<file path="src/rtl/shaded_ellipse_pixel_generator_core_macros.svh">
// ----------------------------------------------------------------------------
// shaded ellipse pixel generator assertion macros
// concurrent assertion shorthands shared by the core rtl
// ----------------------------------------------------------------------------
`ifndef SHADED_ELLIPSE_PIXEL_GENERATOR_CORE_MACROS_SVH
`define SHADED_ELLIPSE_PIXEL_GENERATOR_CORE_MACROS_SVH

// same-cycle implication
`define SEG_ASSERT_IMPLIES(label, clk, rst, ante, cons, msg) \
   label: assert property (@(posedge clk) disable iff (rst) (ante) |-> (cons)) \
      else $error(msg);

// next-cycle implication
`define SEG_ASSERT_NEXT(label, clk, rst, ante, cons, msg) \
   label: assert property (@(posedge clk) disable iff (rst) (ante) |=> (cons)) \
      else $error(msg);

`endif

</file>
<file path="src/rtl/seg_pkg.sv">
// ----------------------------------------------------------------------------
// seg_pkg
// shared constants, register indexes and pipeline types of the ellipse core
// ----------------------------------------------------------------------------
package seg_pkg;

   // image bounds, pixels beyond are background
   localparam int unsigned ImageSize  = 256;
   localparam logic [12:0] ImageLimit = 13'(ImageSize);

   // color lanes: 2 red, 1 green, 0 blue
   localparam int ChanCount = 3;
   // quotient bits of the shading divide, one per stage
   localparam int DivSteps  = 8;

   // register indexes
   localparam logic [2:0] CsrCenterX    = 3'd0;
   localparam logic [2:0] CsrCenterY    = 3'd1;
   localparam logic [2:0] CsrRadiusX    = 3'd2;
   localparam logic [2:0] CsrRadiusY    = 3'd3;
   localparam logic [2:0] CsrSkinColor  = 3'd4;
   localparam logic [2:0] CsrBackColor  = 3'd5;
   localparam logic [2:0] CsrShadeFloor = 3'd6;

   // register reset values
   localparam logic [7:0]  CenterXReset    = 8'd128;
   localparam logic [7:0]  CenterYReset    = 8'd128;
   localparam logic [7:0]  RadiusXReset    = 8'd88;
   localparam logic [7:0]  RadiusYReset    = 8'd88;
   localparam logic [23:0] SkinColorReset  = 24'h000000;
   localparam logic [23:0] BackColorReset  = 24'hF5F5F0;
   localparam logic [8:0]  ShadeFloorReset = 9'd166;

   // unity in q1.8
   localparam logic [8:0] ShadeFull = 9'd256;

   // control that travels with each word
   typedef struct packed {
      logic valid;
      logic in_ellipse;
      logic shade;
   } seg_ctl_type;

   // one color lane of the shading divide
   typedef struct packed {
      logic [15:0] rem;
      logic [7:0]  quo;
   } seg_div_type;

   typedef seg_div_type [ChanCount-1:0] seg_lanes_type;

endpackage

</file>
<file path="src/rtl/seg_geom.sv">
// ----------------------------------------------------------------------------
// seg_geom
// four-stage front end: offsets, squares, ellipse products, inside test and
// the shading numerator of each color lane
// ----------------------------------------------------------------------------
module seg_geom import seg_pkg::*; (
   input  logic          clock,
   input  logic          reset,
   input  logic          advance,
   input  logic          in_valid,
   input  logic [7:0]    pixel_x,
   input  logic [7:0]    pixel_y,
   input  logic [7:0]    center_x,
   input  logic [7:0]    center_y,
   input  logic [7:0]    radius_x,
   input  logic [7:0]    radius_y,
   input  logic [23:0]   skin_color,
   input  logic [8:0]    shade_floor,
   output seg_ctl_type   ctl_out,
   output seg_lanes_type lanes_out
);

   // stage 1: absolute offsets and flags
   logic [7:0] s1_adx_in, s1_ady_in;
   logic       s1_ok_in, s1_below_in;
   logic       s1_valid_ff, s1_ok_ff, s1_below_ff;
   logic [7:0] s1_adx_ff, s1_ady_ff;

   // stage 2: squares and shading partial products
   logic [8:0]  shade_sat;
   logic [15:0] s2_adx_sq_in, s2_ady_sq_in, s2_rx_sq_in, s2_ry_sq_in;
   logic [16:0] s2_scale_hi_in, s2_scale_lo_in;
   logic        s2_valid_ff, s2_ok_ff, s2_below_ff;
   logic [15:0] s2_adx_sq_ff, s2_ady_sq_ff, s2_rx_sq_ff, s2_ry_sq_ff;
   logic [16:0] s2_scale_hi_ff, s2_scale_lo_ff;

   // stage 3: ellipse products and shading scale
   logic [31:0] s3_term_x_in, s3_term_y_in, s3_limit_in;
   logic [15:0] s3_scale_in;
   logic        s3_valid_ff, s3_ok_ff, s3_below_ff;
   logic [31:0] s3_term_x_ff, s3_term_y_ff, s3_limit_ff;
   logic [15:0] s3_scale_ff;

   // stage 4: inside test and lane numerators
   logic          s4_in_ellipse_in, s4_shade_in;
   seg_lanes_type s4_lanes_in;
   logic          s4_valid_ff, s4_in_ellipse_ff, s4_shade_ff;
   seg_lanes_type s4_lanes_ff;

   // offsets from the center
   assign s1_adx_in   = (pixel_x >= center_x) ? pixel_x - center_x : center_x - pixel_x;
   assign s1_ady_in   = (pixel_y >= center_y) ? pixel_y - center_y : center_y - pixel_y;
   assign s1_below_in = (pixel_y >= center_y);
   assign s1_ok_in    = ({5'd0, pixel_x} < ImageLimit) && ({5'd0, pixel_y} < ImageLimit)
                        && (radius_x != 8'd0) && (radius_y != 8'd0);

   // shade floor saturates at unity
   assign shade_sat = (shade_floor > ShadeFull) ? ShadeFull : shade_floor;

   // squares
   assign s2_adx_sq_in   = 16'(s1_adx_ff) * 16'(s1_adx_ff);
   assign s2_ady_sq_in   = 16'(s1_ady_ff) * 16'(s1_ady_ff);
   assign s2_rx_sq_in    = 16'(radius_x) * 16'(radius_x);
   assign s2_ry_sq_in    = 16'(radius_y) * 16'(radius_y);
   // floor part and ramp part of the shading scale
   assign s2_scale_hi_in = 17'(shade_sat) * 17'(radius_y);
   assign s2_scale_lo_in = 17'(ShadeFull - shade_sat) * 17'(8'(radius_y - s1_ady_ff));

   // cross products of the ellipse equation
   assign s3_term_x_in = 32'(s2_adx_sq_ff) * 32'(s2_ry_sq_ff);
   assign s3_term_y_in = 32'(s2_ady_sq_ff) * 32'(s2_rx_sq_ff);
   assign s3_limit_in  = 32'(s2_rx_sq_ff) * 32'(s2_ry_sq_ff);
   // never above 256 * ry when used
   assign s3_scale_in  = 16'(s2_scale_hi_ff + s2_scale_lo_ff);

   // inside test, shade only at or below the center row
   assign s4_in_ellipse_in = s3_ok_ff
                             && (({1'b0, s3_term_x_ff} + {1'b0, s3_term_y_ff})
                                 <= {1'b0, s3_limit_ff});
   assign s4_shade_in      = s4_in_ellipse_in && s3_below_ff;

   // numerator of each lane, low byte of the q0.8 product dropped
   always_comb begin
      logic [23:0] prod;
      prod = '0;
      for (int i = 0; i < ChanCount; i++) begin
         prod = 24'(skin_color[8*i +: 8]) * 24'(s3_scale_ff);
         s4_lanes_in[i].rem = prod[23:8];
         s4_lanes_in[i].quo = 8'd0;
      end
   end

   // valid bits
   always_ff @(posedge clock) begin
      if (reset) begin
         s1_valid_ff <= 1'b0;
         s2_valid_ff <= 1'b0;
         s3_valid_ff <= 1'b0;
         s4_valid_ff <= 1'b0;
      end else if (advance) begin
         s1_valid_ff <= in_valid;
         s2_valid_ff <= s1_valid_ff;
         s3_valid_ff <= s2_valid_ff;
         s4_valid_ff <= s3_valid_ff;
      end
   end

   // stage payload
   always_ff @(posedge clock) begin
      if (advance) begin
         s1_adx_ff        <= s1_adx_in;
         s1_ady_ff        <= s1_ady_in;
         s1_ok_ff         <= s1_ok_in;
         s1_below_ff      <= s1_below_in;
         s2_adx_sq_ff     <= s2_adx_sq_in;
         s2_ady_sq_ff     <= s2_ady_sq_in;
         s2_rx_sq_ff      <= s2_rx_sq_in;
         s2_ry_sq_ff      <= s2_ry_sq_in;
         s2_scale_hi_ff   <= s2_scale_hi_in;
         s2_scale_lo_ff   <= s2_scale_lo_in;
         s2_ok_ff         <= s1_ok_ff;
         s2_below_ff      <= s1_below_ff;
         s3_term_x_ff     <= s3_term_x_in;
         s3_term_y_ff     <= s3_term_y_in;
         s3_limit_ff      <= s3_limit_in;
         s3_scale_ff      <= s3_scale_in;
         s3_ok_ff         <= s2_ok_ff;
         s3_below_ff      <= s2_below_ff;
         s4_in_ellipse_ff <= s4_in_ellipse_in;
         s4_shade_ff      <= s4_shade_in;
         s4_lanes_ff      <= s4_lanes_in;
      end
   end

   assign ctl_out   = '{valid: s4_valid_ff, in_ellipse: s4_in_ellipse_ff, shade: s4_shade_ff};
   assign lanes_out = s4_lanes_ff;

endmodule

</file>
<file path="src/rtl/seg_div_stage.sv">
// ----------------------------------------------------------------------------
// seg_div_stage
// one restoring-division step on all color lanes: one quotient bit per stage
// ----------------------------------------------------------------------------
module seg_div_stage import seg_pkg::*; (
   input  logic          clock,
   input  logic          reset,
   input  logic          advance,
   input  logic [7:0]    radius_y,
   input  seg_ctl_type   ctl_in,
   input  seg_lanes_type lanes_in,
   output seg_ctl_type   ctl_out,
   output seg_lanes_type lanes_out
);

   logic [15:0]   divisor;
   seg_lanes_type lanes_in_next;
   logic          valid_ff;
   logic          in_ellipse_ff, shade_ff;
   seg_lanes_type lanes_ff;

   // divisor aligned with the top quotient bit
   assign divisor = {1'b0, radius_y, 7'd0};

   // compare, subtract, shift the remainder up
   always_comb begin
      logic        take;
      logic [15:0] diff;
      take = 1'b0;
      diff = '0;
      for (int i = 0; i < ChanCount; i++) begin
         take = (lanes_in[i].rem >= divisor);
         diff = take ? lanes_in[i].rem - divisor : lanes_in[i].rem;
         lanes_in_next[i].rem = {diff[14:0], 1'b0};
         lanes_in_next[i].quo = {lanes_in[i].quo[6:0], take};
      end
   end

   // valid bit
   always_ff @(posedge clock) begin
      if (reset) begin
         valid_ff <= 1'b0;
      end else if (advance) begin
         valid_ff <= ctl_in.valid;
      end
   end

   // payload
   always_ff @(posedge clock) begin
      if (advance) begin
         in_ellipse_ff <= ctl_in.in_ellipse;
         shade_ff      <= ctl_in.shade;
         lanes_ff      <= lanes_in_next;
      end
   end

   assign ctl_out   = '{valid: valid_ff, in_ellipse: in_ellipse_ff, shade: shade_ff};
   assign lanes_out = lanes_ff;

endmodule

</file>
<file path="src/rtl/shaded_ellipse_pixel_generator_core.sv">
// ----------------------------------------------------------------------------
// shaded ellipse pixel generator core
// colors one pixel per word: background, or skin shaded toward the bottom
// ----------------------------------------------------------------------------
// Usage:
//   req channel carries a pixel coordinate (req_pixel_x, req_pixel_y) under
//   valid/ready. rsp channel returns one word per pixel: rsp_red, rsp_green,
//   rsp_blue and rsp_inside_res, in the order the pixels were taken.
//   csr port writes the ellipse registers at any edge with csr_write_en high;
//   write only while no pixel is in flight.
//   Path: a pixel taken on req passes the 4 geometry stages, 8 divide stages
//   and the output register before it shows on rsp.
//   Throughput: one pixel per clock when not stalled; each divide stage yields
//   one quotient bit for all three lanes, and the pipeline is 13 registers deep.
//   Stall: with rsp_ready low and a word waiting, the whole pipeline holds
//   and req_ready falls; nothing is dropped or repeated.
//   Reset: synchronous, clears all valid bits and loads the register
//   defaults (center 128/128, radii 88/88, shade floor 166).
// ----------------------------------------------------------------------------
`include "shaded_ellipse_pixel_generator_core_macros.svh"

module shaded_ellipse_pixel_generator_core import seg_pkg::*; (
   input  logic        clock,
   input  logic        reset,
   // pixel request
   input  logic        req_valid,
   output logic        req_ready,
   input  logic [7:0]  req_pixel_x,
   input  logic [7:0]  req_pixel_y,
   // color response
   output logic        rsp_valid,
   input  logic        rsp_ready,
   output logic [7:0]  rsp_red,
   output logic [7:0]  rsp_green,
   output logic [7:0]  rsp_blue,
   output logic        rsp_inside_res,
   // register writes
   input  logic        csr_write_en,
   input  logic [2:0]  csr_index,
   input  logic [23:0] csr_data
);

   logic [7:0]  center_x_ff, center_y_ff, radius_x_ff, radius_y_ff;
   logic [23:0] skin_color_ff, back_color_ff;
   logic [8:0]  shade_floor_ff;

   logic          advance;
   seg_ctl_type   div_ctl   [0:DivSteps];
   seg_lanes_type div_lanes [0:DivSteps];

   logic [23:0] color_in;
   logic        rsp_valid_ff;
   logic [23:0] color_ff;
   logic        in_ellipse_ff;

   // register file
   always_ff @(posedge clock) begin
      if (reset) begin
         center_x_ff    <= CenterXReset;
         center_y_ff    <= CenterYReset;
         radius_x_ff    <= RadiusXReset;
         radius_y_ff    <= RadiusYReset;
         skin_color_ff  <= SkinColorReset;
         back_color_ff  <= BackColorReset;
         shade_floor_ff <= ShadeFloorReset;
      end else if (csr_write_en) begin
         unique case (csr_index)
            CsrCenterX:    center_x_ff    <= csr_data[7:0];
            CsrCenterY:    center_y_ff    <= csr_data[7:0];
            CsrRadiusX:    radius_x_ff    <= csr_data[7:0];
            CsrRadiusY:    radius_y_ff    <= csr_data[7:0];
            CsrSkinColor:  skin_color_ff  <= csr_data;
            CsrBackColor:  back_color_ff  <= csr_data;
            CsrShadeFloor: shade_floor_ff <= csr_data[8:0];
            default: ;
         endcase
      end
   end

   // whole pipeline moves when the output register is free or drains
   assign advance   = !rsp_valid_ff || rsp_ready;
   assign req_ready = advance;

   // geometry front end
   seg_geom u_geom (
      .clock       (clock),
      .reset       (reset),
      .advance     (advance),
      .in_valid    (req_valid),
      .pixel_x     (req_pixel_x),
      .pixel_y     (req_pixel_y),
      .center_x    (center_x_ff),
      .center_y    (center_y_ff),
      .radius_x    (radius_x_ff),
      .radius_y    (radius_y_ff),
      .skin_color  (skin_color_ff),
      .shade_floor (shade_floor_ff),
      .ctl_out     (div_ctl[0]),
      .lanes_out   (div_lanes[0])
   );

   // shading divide, msb first
   for (genvar g = 0; g < DivSteps; g++) begin : g_div
      seg_div_stage u_div (
         .clock     (clock),
         .reset     (reset),
         .advance   (advance),
         .radius_y  (radius_y_ff),
         .ctl_in    (div_ctl[g]),
         .lanes_in  (div_lanes[g]),
         .ctl_out   (div_ctl[g+1]),
         .lanes_out (div_lanes[g+1])
      );
   end

   // final color pick per lane
   always_comb begin
      for (int i = 0; i < ChanCount; i++) begin
         priority if (!div_ctl[DivSteps].in_ellipse) begin
            color_in[8*i +: 8] = back_color_ff[8*i +: 8];
         end else if (div_ctl[DivSteps].shade) begin
            color_in[8*i +: 8] = div_lanes[DivSteps][i].quo;
         end else begin
            color_in[8*i +: 8] = skin_color_ff[8*i +: 8];
         end
      end
   end

   // output register
   always_ff @(posedge clock) begin
      if (reset) begin
         rsp_valid_ff <= 1'b0;
      end else if (advance) begin
         rsp_valid_ff <= div_ctl[DivSteps].valid;
      end
   end

   always_ff @(posedge clock) begin
      if (advance) begin
         color_ff      <= color_in;
         in_ellipse_ff <= div_ctl[DivSteps].in_ellipse;
      end
   end

   assign rsp_valid      = rsp_valid_ff;
   assign rsp_red        = color_ff[23:16];
   assign rsp_green      = color_ff[15:8];
   assign rsp_blue       = color_ff[7:0];
   assign rsp_inside_res = in_ellipse_ff;

   // checks
   `SEG_ASSERT_IMPLIES(a_shade_inside, clock, reset, div_ctl[DivSteps].valid && div_ctl[DivSteps].shade, div_ctl[DivSteps].in_ellipse, "shaded word lies outside the ellipse")
   `SEG_ASSERT_NEXT(a_reset_empty, clock, 1'b0, reset, !rsp_valid_ff && !div_ctl[0].valid && !div_ctl[DivSteps].valid, "pipeline holds a word after reset")
   `SEG_ASSERT_NEXT(a_stall_hold, clock, reset, !advance, $stable(div_ctl[DivSteps]) && $stable(div_lanes[DivSteps]), "divide output moved during a stall")

endmodule
</file>
<file path="config.mk">
export PLATFORM = sky130hd
export DESIGN_NAME = shaded_ellipse_pixel_generator_core
export DESIGN_NICKNAME = d
export VERILOG_FILES = /design/src/rtl/seg_pkg.sv /design/src/rtl/seg_geom.sv /design/src/rtl/seg_div_stage.sv /design/src/rtl/shaded_ellipse_pixel_generator_core.sv
export VERILOG_INCLUDE_DIRS = /design/src /design/src/rtl
export SDC_FILE = /design/constraint.sdc
export NUM_CORES = 2
export LEC_CHECK = 0
export ABC_AREA = 1
export BUFFER_PORTS_ARGS = -buffer_cell sky130_fd_sc_hd__buf_2
export CAP_MARGIN = 20
export CORE_ASPECT_RATIO = 2
export CORE_MARGIN = 2
export CORE_UTILIZATION = 40
export CTS_BUF_LIST = sky130_fd_sc_hd__clkbuf_8 sky130_fd_sc_hd__clkbuf_16
export DETAILED_ROUTE_END_ITERATION = 10
export HOLD_SLACK_MARGIN = 0.12
export PLACE_DENSITY = 0.56
export SLEW_MARGIN = 20
export SYNTH_ARGS = -nofsm -noshare
export SYNTH_HDL_FRONTEND = slang
export SYNTH_SLANG_ARGS = --single-unit
export TNS_END_PERCENT = 10
</file>
<file path="constraint.sdc">
create_clock -name clock -period 32.9 [get_ports clock]
set_input_delay 3.29 -clock clock [delete_from_list [all_inputs] [get_ports clock]]
set_output_delay 3.29 -clock clock [all_outputs]
set_load 0.02 [all_outputs]
</file>
======== Yosys cells after proc, flatten, opt, wreduce, memory -nomap -nowiden ========
Index checks and enable logic that the tools add are counted.
cells by class
  $lt $le $gt $ge ......................... 28
  $mul .................................... 12
  add/subtract/negate cells ............... 29
  equal/unequal tests ..................... 6
  multiplexer cells ....................... 30
  reduce and logical (&&, ||, !) cells .... 15
operator list
  kind                                                                 count
  16-bit by 15-bit greater-or-equal comparator with 1-bit output       24
  15-bit two-way mux                                                   21
  15-bit subtractor                                                    21
  16-bit by 16-bit multiplier with 32-bit output                       3
  8-bit by 16-bit multiplier with 24-bit output                        3
  8-bit by 8-bit multiplier with 16-bit output                         4
  8-bit two-way mux                                                    8
  8-bit subtractor                                                     5
  32-bit by 32-bit adder with 33-bit output                            1
  33-bit by 32-bit less-or-equal comparator with 1-bit output          1
  17-bit by 8-bit multiplier with 16-bit output                        1
  16-bit adder                                                         1
  8-bit greater-or-equal comparator                                    2
  9-bit by 8-bit multiplier with 16-bit output                         1
  8-bit nonzero test                                                   2
  2-bit AND reduction                                                  7
  9-bit by 9-bit subtractor with 10-bit output (first input constant)  1
  3-bit == test (second input constant)                                3
  9-bit greater-than comparator (second input constant)                1
  9-bit two-way mux                                                    1
  3-bit by 2-bit == test with 1-bit output (second input constant)     2
  3-bit by 1-bit == test with 1-bit output (second input constant)     1
  1-bit logical AND                                                    3
  3-bit zero test                                                      1
  other kinds (2)                                                      2
word-level totals
  register bits after elaboration ......... 846
  logic and storage cells ................. 244
  input port bits ......................... 48

======== Depth between registers and ports, before layout ========
  depth after elaboration ................. 4
  gate-level depth with buffers ........... 30
  mapped depth without buffers ............ 29

======== Cells and area by module ========
From an unflattened synthesis, not the netlist that was laid out.
unflattened totals
  cells, all modules ...................... 11462
  area total of the unflattened synthesis .. 97838.8 um2
by module, submodules not included
  module                               cells each  times used  area an instance (um2)
  seg_geom                             7472        1           60993.5
  seg_div_stage                        421         8           4008.8
  shaded_ellipse_pixel_generator_core  622         1           4774.6

======== Least setup slack after synthesis ========
No wires, ideal clock.
  path kind ............................... input -> output
  from .................................... input port rsp_ready
  to ...................................... output port req_ready
  data arrival time ....................... 21.947 ns
  buffers on the path ..................... 1
  stages on the path ...................... 3
  setup slack ............................. 7.663 ns
  path through ............................ nor2_1 -> inv_1 -> clkbuf_1
between the ends
  longest elaborated chain between the ends .. 1
ends and longest elaborated chain
  item              RTL line                                   RTL
  start, declared   shaded_ellipse_pixel_generator_core.sv:32  input logic rsp_ready,
  1-bit logical OR  shaded_ellipse_pixel_generator_core.sv:81  assign advance = !rsp_valid_ff || rsp_ready;
  end, declared     shaded_ellipse_pixel_generator_core.sv:27  output logic req_ready,
No other way between the ends.

======== Final worst setup path ========
Ends and elaborated chain as after synthesis.

==> metrics.yaml <==
status: "completed"
avgSynthCellArea_um2: 8.78
gp_congestion: 0.929
maxCapViolCount: 0
rsz0062_at_grt: "no"
drc: 0
ys_types: 71
hp-start: "g_div[4].u_div.shade_ff"
r2r_cells: 29
final_util_pct: 43.1
syn_to_final_growth_pct: 7.27
ff2ff_setup_slack_ns: 26.34
synth.cell_area_um2: 85700
whs_endpoint: "g_div[5].u_div.shade_ff"
nets: 11800
synth_edf_count: 674
core_um2: 214000
setup_violations: 0
worst_slew_pin_slew_ns: 1.16
endpoint_kind: "output pin"
cp-start-kind: "input port"
drive_gt1_share_pct: 3.82
fin_setup_tns_ns: 0
gr-total-overflow: 0
clock_latency_ns: 0.71
fmax_mhz: 121
cts.sinks: 776
portBuffers: 74
grt_usage_pct: 21.5
grt_pass1_wl_um: 367000
drv_slew: 0
arrival_ns: 4.96
cts_setup_buffers: 0
start_util_pct: 40.2
cts_root_buf: "clkbuf_16"
drt-initial-drc-count: 2875
clk_pin_slew_ns: 0.06
dp_hpwl_um: 185000
skew_ns: 0.0299
die_area_um2: 218000
yosys_warnings: 0
viasPerCell: 5.05
cts_made_buffers: 82
worstHoldPathType: "reg -> reg"
r2r_end: "u_geom.s2_scale_lo_ff[15]"
rows: 240
crit_type: "in -> out"
postCtsHoldBufs: 0
fp.dieW_um: 331
ios: 75
cts_max_path_buffers: 3
drt-wirelength-per-cell_um: 18.4
drtPass1Iterations: 6
ys_seq_elements: 776
cp_max_fo: 71
async_flop_share_pct: 0
hold_viol: 0
crit_required_ns: 29.61
synth_cells: 9769
period_share_pct: 25.1
htree_levels: 3
antenna_found_initial: 19
cts_tree: "yes"
die_h_um: 659
ant_nets: 0
fin_crit_ns: 8.25
grt_pass1_vias: 69300
synth_seq_area_share_pct: 26.0
whs_path_depth: 0
reg2reg_from: "shade_floor_ff[8]"
slew-limit-headroom_pct: 22.7
synth_ff_type: "edfxtp_1"
grt_max_degree: 83
vias: 63800
post_cts_resized: 0
wl_um: 233000
-- cells in the mapped netlist, types with 5 or more instances --
cell type | number | share of area (%)
a211oi_1 | 20 | 0.18
a21boi_2 | 6 | 0.079
a21o_1 | 17 | 0.15
a21oi_1 | 576 | 3.4
a21oi_2 | 9 | 0.092
a311oi_1 | 8 | 0.082
a31oi_1 | 37 | 0.27
buf_2 | 17 | 0.099
buf_4 | 8 | 0.070
buf_6 | 9 | 0.12
clkbuf_1 | 262 | 1.1
clkinv_1 | 7 | 0.031
dfxtp_1 | 102 | 2.4
edfxtp_1 | 674 | 24
fa_1 | 1001 | 23
ha_1 | 955 | 14
inv_1 | 2304 | 10
inv_2 | 6 | 0.026
nand2_1 | 1951 | 8.5
nand2_2 | 8 | 0.058
nand3_1 | 150 | 0.88
nand3b_1 | 8 | 0.070
nand4_1 | 39 | 0.28
nor2_1 | 605 | 2.6
nor2_4 | 5 | 0.066
nor3_1 | 51 | 0.30
nor4_1 | 48 | 0.35
o2111ai_1 | 5 | 0.051
o211ai_1 | 33 | 0.29
o21a_1 | 12 | 0.11
o21ai_0 | 246 | 1.4
o21ai_1 | 42 | 0.25
o21ai_2 | 17 | 0.17
o21bai_1 | 26 | 0.23
o221ai_1 | 12 | 0.12
xnor2_1 | 120 | 1.2
xor2_1 | 302 | 3.1
-- critical path, cell delays in order --
cell,delay [ns]
buf_2,0.10
nor2_1,0.74
inv_8,0.33
buf_2,0.33
-- cells in the final DEF, fill, tap and decap left out, drive strengths merged, types with 5 or more instances in the layout --
cell	instances
a211oi	20
a21boi	10
a21o	18
a21oi	586
a311oi	8
a31oi	37
buf	154
bufinv	5
clkbuf	90
clkinv	33
conb	51
dfxtp	102
diode	11
edfxtp	674
fa	1001
ha	955
inv	2338
nand2	1959
nand3	154
nand3b	8
nand4	39
nor2	610
nor3	51
nor4	50
o2111ai	5
o211ai	33
o21a	12
o21ai	307
o21bai	29
o221ai	15
or2	7
xnor2	120
xor2	304
-- state kept, by name, indices dropped and copies added, names as in the netlist, 9 cells and up --
| signal | count |
|---|---|
| back_color_ff | 24 |
| color_ff | 24 |
| g_div.u_div.lanes_out | 360 |
| shade_floor_ff | 9 |
| skin_color_ff | 24 |
| u_geom.lanes_out | 48 |
| u_geom.s2_adx_sq_ff | 15 |
| u_geom.s2_ady_sq_ff | 15 |
| u_geom.s2_rx_sq_ff | 15 |
| u_geom.s2_ry_sq_ff | 15 |
| u_geom.s2_scale_hi_ff | 16 |
| u_geom.s2_scale_lo_ff | 16 |
| u_geom.s3_limit_ff | 31 |
| u_geom.s3_scale_ff | 16 |
| u_geom.s3_term_x_ff | 31 |
| u_geom.s3_term_y_ff | 31 |
-- cell families (layout without fill, tap and decap cells) --
kind of cell               Yosys count  count (layout)  share of synthesized area [%]
buffers and inverters             2618            2624                           11.6
muxes                                7               7                         0.0861
DFF                                776             776                           26.0
AOI/OAI and AO/OA                 1101            1101                           7.28
other                                2              62                        0.00876
adders and majority gates         1956            1956                           37.3
and+or+nand+nor                   2885            2885                           13.4
xor gates and xnor gates           424             424                           4.35
-- layout make-up --
type                       count  area [um^2]
tap                         2783         3480
multi-input combinational   6424        53700
antenna                       11         27.5
sequential                   776        22300
timing repair buffer         154          971
fill                       21000       122000
inverter                    2318         8710
clock inverter                62          577
clock buffer                  90         2210
-- worst max-delay path by stage --
stage | start | end | depth (start not counted)
floorplan | rsp_ready | req_ready | 3
CTS | rsp_ready | req_ready | 4
finish | rsp_ready | req_ready | 4
global route | rsp_ready | req_ready | 4
detailed placement | rsp_ready | req_ready | 4
global placement | rsp_ready | req_ready | 4
-- metal layers --
layer | wire, um | vias up | GRT usage (%)
li1 | - | 30200 | -
met1 | 75100 | 31400 | 19.8
met2 | 131000 | 1490 | 43.6
met3 | 9850 | 676 | 2.74
met4 | 17200 | 16 | 13.9
met5 | 99 | - | 0
-- through the flow --
stage / cells / hold slack [ns] / instance area, um^2 / worst slack, ns
6_report: 12600 / 0.418 / 92000 / 24.65
5_1_grt: 12600 / 0.426 / 92000 / 24.52
4_1_cts: 12600 / 0.403 / 91900 / 24.66
3_5_place_dp: 12500 / 0.405 / 89200 / 24.66
3_3_place_gp: 12500 / 0.405 / 89100 / 24.65
2_1_floorplan: 9818 / 0.400 / 85900 / 7.66
Power is not shown: default switching activity piles up to over one toggle a cycle in this logic, so the estimate is an artifact.
